**config.mk**
```make
export PLATFORM = sky130hd
export DESIGN_NAME = arm_elf_relocation_patcher_unit
export DESIGN_NICKNAME = d
export VERILOG_FILES = /design/src/design/aep_pkg.sv /design/src/design/aep_patch.sv /design/src/design/arm_elf_relocation_patcher_unit.sv
export SDC_FILE = /design/constraint.sdc
export NUM_CORES = 1
export LEC_CHECK = 0
export BUFFER_PORTS_ARGS = -buffer_cell sky130_fd_sc_hd__buf_4
export CORE_MARGIN = 2
export CORE_UTILIZATION = 25
export DETAILED_ROUTE_END_ITERATION = 10
export PLACE_DENSITY = 0.46
export SLEW_MARGIN = 20
export SYNTH_ARGS = -nofsm -noshare
export SYNTH_HDL_FRONTEND = slang
export SYNTH_SLANG_ARGS = --single-unit
```
**constraint.sdc**
```tcl
create_clock -name clk_i -period 7 [get_ports clk_i]
set_input_delay 1.05 -clock clk_i [delete_from_list [all_inputs] [get_ports clk_i]]
set_output_delay 1.05 -clock clk_i [all_outputs]
set_load 0.05 [all_outputs]
```
**src/design/aep_pkg.sv**
```systemverilog
// Package for the ARM ELF relocation patcher: request and result types,
// relocation kind, symbol class and status codes. No dependencies.
package aep_pkg;

  localparam int unsigned WordW = 32;
  localparam int unsigned CodeW = 3;

  localparam logic [CodeW-1:0] OP_NONE   = 3'd0;
  localparam logic [CodeW-1:0] OP_ABS32  = 3'd1;
  localparam logic [CodeW-1:0] OP_BRANCH = 3'd2;
  localparam logic [CodeW-1:0] OP_MOVW   = 3'd3;
  localparam logic [CodeW-1:0] OP_MOVT   = 3'd4;
  localparam logic [CodeW-1:0] OP_V4BX   = 3'd5;

  localparam logic [CodeW-1:0] CLS_SECTION  = 3'd0;
  localparam logic [CodeW-1:0] CLS_UNDEF    = 3'd1;
  localparam logic [CodeW-1:0] CLS_COMMON   = 3'd2;
  localparam logic [CodeW-1:0] CLS_ABS      = 3'd3;
  localparam logic [CodeW-1:0] CLS_ABS_BASE = 3'd4;

  localparam logic [CodeW-1:0] ST_PATCHED = 3'd0;
  localparam logic [CodeW-1:0] ST_SKIPPED = 3'd1;
  localparam logic [CodeW-1:0] ST_UNDEF   = 3'd2;
  localparam logic [CodeW-1:0] ST_COMMON  = 3'd3;
  localparam logic [CodeW-1:0] ST_UNKNOWN = 3'd4;

  localparam logic [WordW-1:0] BaseSymAddr = 32'd4;

  typedef struct packed {
    logic [CodeW-1:0] op;
    logic [CodeW-1:0] symbol_class;
    logic [WordW-1:0] symbol_value;
    logic [WordW-1:0] section_base;
    logic [WordW-1:0] target_word;
    logic [WordW-1:0] place_address;
  } aep_req_t;

  typedef struct packed {
    logic [WordW-1:0] patched_word;
    logic [CodeW-1:0] status;
  } aep_rsp_t;

endpackage

```
**src/design/aep_patch.sv**
```systemverilog
// Combinational relocation datapath: symbol address, branch, MOVW/MOVT and
// ABS32 patching, status decode. Depends on aep_pkg.
module aep_patch import aep_pkg::*; (
  input  aep_req_t         req_i,
  input  logic [WordW-1:0] virt_offset_i,
  output aep_rsp_t         rsp_o
);

  logic [WordW-1:0] sym_addr;
  logic [WordW-1:0] voff;
  logic [WordW-1:0] abs_word;
  logic [25:0]      br_off;
  logic [WordW-1:0] br_word;
  logic [WordW-1:0] mov_sum;
  logic [15:0]      mov_imm;
  logic [WordW-1:0] mov_word;
  logic [WordW-1:0] w;

  assign w = req_i.target_word;

  always_comb begin
    voff = virt_offset_i;
    case (req_i.symbol_class)
      CLS_ABS:      sym_addr = req_i.symbol_value;
      CLS_ABS_BASE: begin
        sym_addr = BaseSymAddr;
        voff     = '0;
      end
      default:      sym_addr = req_i.section_base + req_i.symbol_value;
    endcase
  end

  assign abs_word = w + sym_addr + voff;

  assign br_off  = {w[23:0], 2'b00} + sym_addr[25:0] - req_i.place_address[25:0];
  assign br_word = {w[31:24], br_off[25:2]};

  assign mov_sum  = {{16{w[19]}}, w[19:16], w[11:0]} + sym_addr + voff;
  assign mov_imm  = (req_i.op == OP_MOVT) ? mov_sum[31:16] : mov_sum[15:0];
  assign mov_word = {w[31:20], mov_imm[15:12], w[15:12], mov_imm[11:0]};

  always_comb begin
    rsp_o.patched_word = w;
    rsp_o.status       = ST_PATCHED;
    if (req_i.op == OP_V4BX) begin
      rsp_o.status = ST_SKIPPED;
    end else if (req_i.symbol_class == CLS_UNDEF) begin
      rsp_o.status = ST_UNDEF;
    end else if (req_i.symbol_class == CLS_COMMON) begin
      rsp_o.status = ST_COMMON;
    end else begin
      case (req_i.op)
        OP_NONE:   rsp_o.patched_word = w;
        OP_ABS32:  rsp_o.patched_word = abs_word;
        OP_BRANCH: rsp_o.patched_word = br_word;
        OP_MOVW:   rsp_o.patched_word = mov_word;
        OP_MOVT:   rsp_o.patched_word = mov_word;
        default:   rsp_o.status       = ST_UNKNOWN;
      endcase
    end
  end

endmodule

```
**src/design/arm_elf_relocation_patcher_unit.sv**
```systemverilog
// Top level of the ARM ELF relocation patcher: request register, patch
// datapath, result register and the virtual offset register.
// Depends on aep_pkg and aep_patch.
//
//   channel  dir  handshake                 payload
//   in       in   in_valid_i / in_stall_o   in_req_i   (aep_req_t)
//   out      out  out_valid_o / out_stall_i out_rsp_o  (aep_rsp_t)
//   cfg      in   cfg_we_i                  cfg_wdata_i (virtual offset)
//
// One request per cycle while in_stall_o is low; an accepted request is patched
// from the request register and loaded into the result register, from which its
// result leaves when out_stall_i is low.
// Reset clears both valid flags and the virtual offset to zero.
// A stalled result holds the result register; the request register still
// fills while it is empty, so in_stall_o rises only when both stages are full.
module arm_elf_relocation_patcher_unit import aep_pkg::*; (
  input  logic             clk_i,
  input  logic             rst_ni,
  input  logic             in_valid_i,
  output logic             in_stall_o,
  input  aep_req_t         in_req_i,
  output logic             out_valid_o,
  input  logic             out_stall_i,
  output aep_rsp_t         out_rsp_o,
  input  logic             cfg_we_i,
  input  logic [WordW-1:0] cfg_wdata_i
);

  logic             req_valid_q, req_valid_d;
  aep_req_t         req_q;
  logic             rsp_valid_q, rsp_valid_d;
  aep_rsp_t         rsp_q;
  logic [WordW-1:0] voff_q;
  aep_rsp_t         rsp_d;
  logic             out_blocked;
  logic             req_adv;
  logic             in_acc;

  assign out_blocked = rsp_valid_q && out_stall_i;
  assign req_adv     = req_valid_q && !out_blocked;
  assign in_stall_o  = req_valid_q && out_blocked;
  assign in_acc      = in_valid_i && !in_stall_o;

  aep_patch u_patch (
    .req_i        (req_q),
    .virt_offset_i(voff_q),
    .rsp_o        (rsp_d)
  );

  always_comb begin
    req_valid_d = req_valid_q;
    if (in_acc) begin
      req_valid_d = 1'b1;
    end else if (req_adv) begin
      req_valid_d = 1'b0;
    end
    rsp_valid_d = rsp_valid_q;
    if (req_adv) begin
      rsp_valid_d = 1'b1;
    end else if (!out_stall_i) begin
      rsp_valid_d = 1'b0;
    end
  end

  always_ff @(posedge clk_i or negedge rst_ni) begin
    if (!rst_ni) begin
      req_valid_q <= 1'b0;
      rsp_valid_q <= 1'b0;
      voff_q      <= '0;
    end else begin
      req_valid_q <= req_valid_d;
      rsp_valid_q <= rsp_valid_d;
      if (cfg_we_i) begin
        voff_q <= cfg_wdata_i;
      end
    end
  end

  always_ff @(posedge clk_i) begin
    if (in_acc) begin
      req_q <= in_req_i;
    end
    if (req_adv) begin
      rsp_q <= rsp_d;
    end
  end

  assign out_valid_o = rsp_valid_q;
  assign out_rsp_o   = rsp_q;

  a_no_stall_when_empty: assert property (@(posedge clk_i) disable iff (!rst_ni)
    !req_valid_q |-> !in_stall_o)
    else $error("request stalled with empty request register");

  a_adv_gives_result: assert property (@(posedge clk_i) disable iff (!rst_ni)
    req_adv |=> out_valid_o)
    else $error("advanced request produced no result");

  a_status_legal: assert property (@(posedge clk_i) disable iff (!rst_ni)
    req_valid_q |-> rsp_d.status <= ST_UNKNOWN)
    else $error("illegal status code");

  a_word_kept: assert property (@(posedge clk_i) disable iff (!rst_ni)
    (req_valid_q && rsp_d.status != ST_PATCHED) |->
      rsp_d.patched_word == req_q.target_word)
    else $error("word changed on skip or error");

  a_stall_holds_result: assert property (@(posedge clk_i) disable iff (!rst_ni)
    (out_valid_o && out_stall_i) |=> (out_valid_o && $stable(rsp_q)))
    else $error("stalled result changed");

endmodule

```
==> out/summary.txt <==
status: finished clean
number of global-route vias before repair: 11.5k
relative slew slack: 43.6%
htree depth: 4
Arrival @ worst endpoint: 6.74 ns
Die Area: 60000 um^2
DRC Markers: 0
routed wire length: 47200 um
Synth Area in Compound Gates: 17.5%
synthesized flop and latch total: 197
CTS Sinks: 197
vias per cell: 4.73
Clk Latency, worst-skew pair: 0.50 ns
Int Power: 3.20 mW
clock transition at the registers of the reported paths: 0.09 ns
end of the critical path: out_rsp_o[34]$_DFFE_PP_
Top FF cell, synth: edfxtp_1
fraction of registers with async set/reset: 17.3%
1st-iter DRT viols: 593
I/O pin count: 208
via count: 11.1k
Final min period: 6.49 ns
Setup Skew: 0.0215 ns
simple-gate share of the synthesized area: 11.1%
Nets: 1905
Power per Cell Area: 317 nW/um^2
Clk pwr share: 19.4%
post-CTS sizing: 0
wl on met1: 22700 um
VDD IR max: 187 uV
RSZ-0062 raised after global routing: false
register area: 5750 um^2
# hold bufs at CTS: 0
share of cells above drive strength 1: 19.7%
Max Clock Freq: 0.154 GHz
row count: 88
CTS root buffer: clkbuf_16
reg2reg start: req_q[96]$_DFFE_PP_
WL met3: 1410 um
combinational power share: 54.5%
first-pass GRT wire length: 71100 um
syn_nets: 1700
Period Utilization, post-route: 92.7%
Net Sw Frac: 42.7%
Die W: 245 um
worst path required time: 7.26 ns
fill count: 5907
Tightest Pin Transition: 0.845 ns
Mapped Cells: 1352
CTS Buf Count: 17
Placer Congestion: 0.868
Die Span Y: 245 um
setup TNS: 0 ns
post-synthesis sequential area ratio: 39.6%
met2 wire len: 22300 um
Leak: 7.45 nW
Final Max Tran Viols: 0
DP Cell Count: 2303
number of port buffers: 201
post-route cell area: 17600 um^2
postcts setup bufs: 0
worst setup path startpoint: req_q[96]$_DFFE_PP_
Post-Syn Area: 14500 um^2
Clock Tree Buf Depth: 2
Adder-Cell Fraction of Synth Area: 19.4%
highest routed layer: met4
Worst Hold Class: flip-flop to flip-flop
CORE AREA: 57600 um^2
final antenna-violating net count: 0
slack of the worst reg-to-reg path: 0.51 ns
switching power: 2.38 mW
library cells used by synthesis: 72
largest net degree at the start of global routing: 48
crit path launch type: flip-flop
mux contribution to synthesized area: 3.10%
TritonRoute pass-1 iters: 5
gr usage total: 16.1%
main combinational cell family by area after synthesis: adder cells
FF-to-FF path depth: 24
# setup viols final: 0
initial antenna violation count: 2
CTS tree: yes
CP Capture Type: flip-flop
Max-Cap Viols: 0
Final Hold Fails: 0
# diodes: 0
Placed Area: 17000 um^2
Initial Util: 25.2%
area delta synth->final: 21.5%
area of the multi-input gates: 8210 um^2
final non-filler cell total: 2335
worst flop-to-flop path endpoint: out_rsp_o[34]$_DFFE_PP_
Flop pwr share: 26.0%
kind of critical path: flip-flop to flip-flop
Overflow after GRT: 0
yosys warns: 0
wire per inst: 20.2 um
final HPWL from detailed placement: 38100 um
Synth Area per Inst: 10.7 um^2
Post-synth EDFFs: 163
Max FO, Critical Path: 5
Post-Synth XOR/XNOR Area: 5.43%
-- layer usage --
metal	vias to the layer above	track usage (%)
met5	-	0
met4	0	4.27
met3	32	2.62
met1	5410	21.9
li1	5371	-
met2	237	26.6
-- cell type report --
| cell class | instances | share of cell area [%] |
|---|---|---|
| Clock inverter | 15 | 1.18 |
| Sequential cell | 197 | 32.6 |
| Tap cell | 765 | 5.43 |
| Clock buffer | 17 | 2.41 |
| Timing Repair Buffer | 217 | 9.24 |
| Inverter | 121 | 2.58 |
| Multi-Input combinational cell | 1003 | 46.6 |
-- power groups by stage --
| stage | Combinational (mW) | Sequential [mW] | Clock [mW] |
|---|---|---|---|
| floorplan | 2.07 | 1.56 | 0 |
| global placement | 3.02 | 1.48 | 0 |
| detailed placement | 3.03 | 1.48 | 0 |
| CTS | 3.05 | 1.46 | 1.14 |
| global route | 3.38 | 1.47 | 1.17 |
| finish | 3.04 | 1.45 | 1.09 |
-- state kept, by name, summed over array words and instances (netlist names) --
signal / cells
req_q: 128
out_rsp_o: 35
voff_q: 32
out_valid_o: 1
req_valid_q: 1
-- cells in the mapped netlist (4+ instances only) --
library cell | count | area, um^2
a2111oi_0 | 4 | 35.0
a211oi_1 | 17 | 128
a21boi_0 | 4 | 30.0
a21o_1 | 45 | 338
a21oi_1 | 107 | 536
a221oi_1 | 4 | 35.0
a22oi_1 | 22 | 165
a31o_2 | 9 | 78.8
a31oi_1 | 9 | 56.3
and2_1 | 35 | 219
and3_1 | 12 | 75.1
and4_1 | 6 | 52.6
buf_1 | 4 | 15.0
clkbuf_1 | 27 | 101
dfrtp_1 | 34 | 851
edfxtp_1 | 163 | 4890
fa_1 | 75 | 1500
ha_1 | 102 | 1280
inv_1 | 121 | 454
mux2_2 | 32 | 360
mux2i_1 | 9 | 90.1
nand2_1 | 78 | 293
nand2b_1 | 22 | 138
nand3_1 | 20 | 100
nand3b_1 | 6 | 45.0
nand4_1 | 7 | 43.8
nor2_1 | 56 | 210
nor2b_1 | 10 | 62.6
nor3_1 | 23 | 115
nor3b_1 | 6 | 45.0
nor4_1 | 5 | 31.3
nor4b_1 | 4 | 35.0
o211ai_1 | 6 | 45.0
o21a_1 | 13 | 97.6
o21ai_0 | 63 | 315
o21bai_1 | 16 | 120
o221ai_1 | 8 | 70.1
o22ai_1 | 9 | 56.3
o31ai_1 | 10 | 75.1
or2_2 | 7 | 43.8
xnor2_1 | 55 | 482
xor2_1 | 35 | 307
-- worst min-delay path by stage --
stage,startpoint,to,slack [ns],cells after the start
after detailed placement,req_valid_q$_DFFE_PN0P_,out_valid_o$_DFFE_PN0P_,0.48,1
after global placement,req_valid_q$_DFFE_PN0P_,out_valid_o$_DFFE_PN0P_,0.46,1
final,req_valid_q$_DFFE_PN0P_,out_valid_o$_DFFE_PN0P_,0.49,1
after global routing,voff_q[0]$_DFFE_PN0P_,voff_q[0]$_DFFE_PN0P_,0.52,1
after floorplan,req_valid_q$_DFFE_PN0P_,out_valid_o$_DFFE_PN0P_,0.44,1
after CTS,req_valid_q$_DFFE_PN0P_,out_valid_o$_DFFE_PN0P_,0.49,1
-- placed cells by master (no fill, tap or decap), types with 10 or more instances in the layout --
cell type,n
nor2b_1,10
xor2_1,35
inv_1,121
o21bai_1,16
nor3_1,23
nand3_1,20
o21ai_0,63
o31ai_1,10
nor2_1,55
edfxtp_1,163
and2_1,34
a22oi_1,22
mux2_2,32
dfrtp_1,34
nand2b_1,22
nand2_1,78
xnor2_1,55
clkbuf_16,17
buf_4,217
a21o_1,45
a21oi_1,107
fa_1,75
o21a_1,13
and3_1,12
ha_1,102
a211oi_1,17
-- critical path, cell delays in order (launching register included) --
cell	delay [ns]
edfxtp_1	0.39
ha_1	0.25
fa_1	0.42
a21o_1	0.20
a21oi_1	0.22
nand2b_1	0.20
a221o_1	0.27
o31a_1	0.33
o21ai_0	0.14
a211oi_1	0.27
nor2_1	0.07
a22oi_1	0.36
inv_1	0.17
fa_1	0.51
ha_1	0.36
and3_1	0.22
and2_1	0.19
a221oi_1	0.38
nand2_1	0.08
a31o_2	0.26
and4_1	0.18
o31a_1	0.28
and3_1	0.18
mux2i_1	0.22
xnor2_1	0.09
-- through the flow --
stage / hold WS [ns] / power (mW) / util, % / setup WS [ns]
global placement: 0.459 / 4.50 / 29.5 / 0.562
finish: 0.486 / 5.58 / 30.6 / 0.514
floorplan: 0.443 / 3.62 / - / 1.46
global route: 0.520 / 6.01 / 30.6 / 0.144
detailed placement: 0.477 / 4.51 / 29.5 / 0.516
CTS: 0.494 / 5.65 / 30.6 / 0.503
-- cells by family (layout without fill, tap and decap cells) --
logic type      after synthesis  in the layout
compound gates              384            384
simple gates                308            308
flops                       197            197
fa+ha+maj                   180            180
buf+inv                     152            370
xor+xnor                     90             90
mux                          41             41
Note: power is estimated with default switching activity, not from simulation.
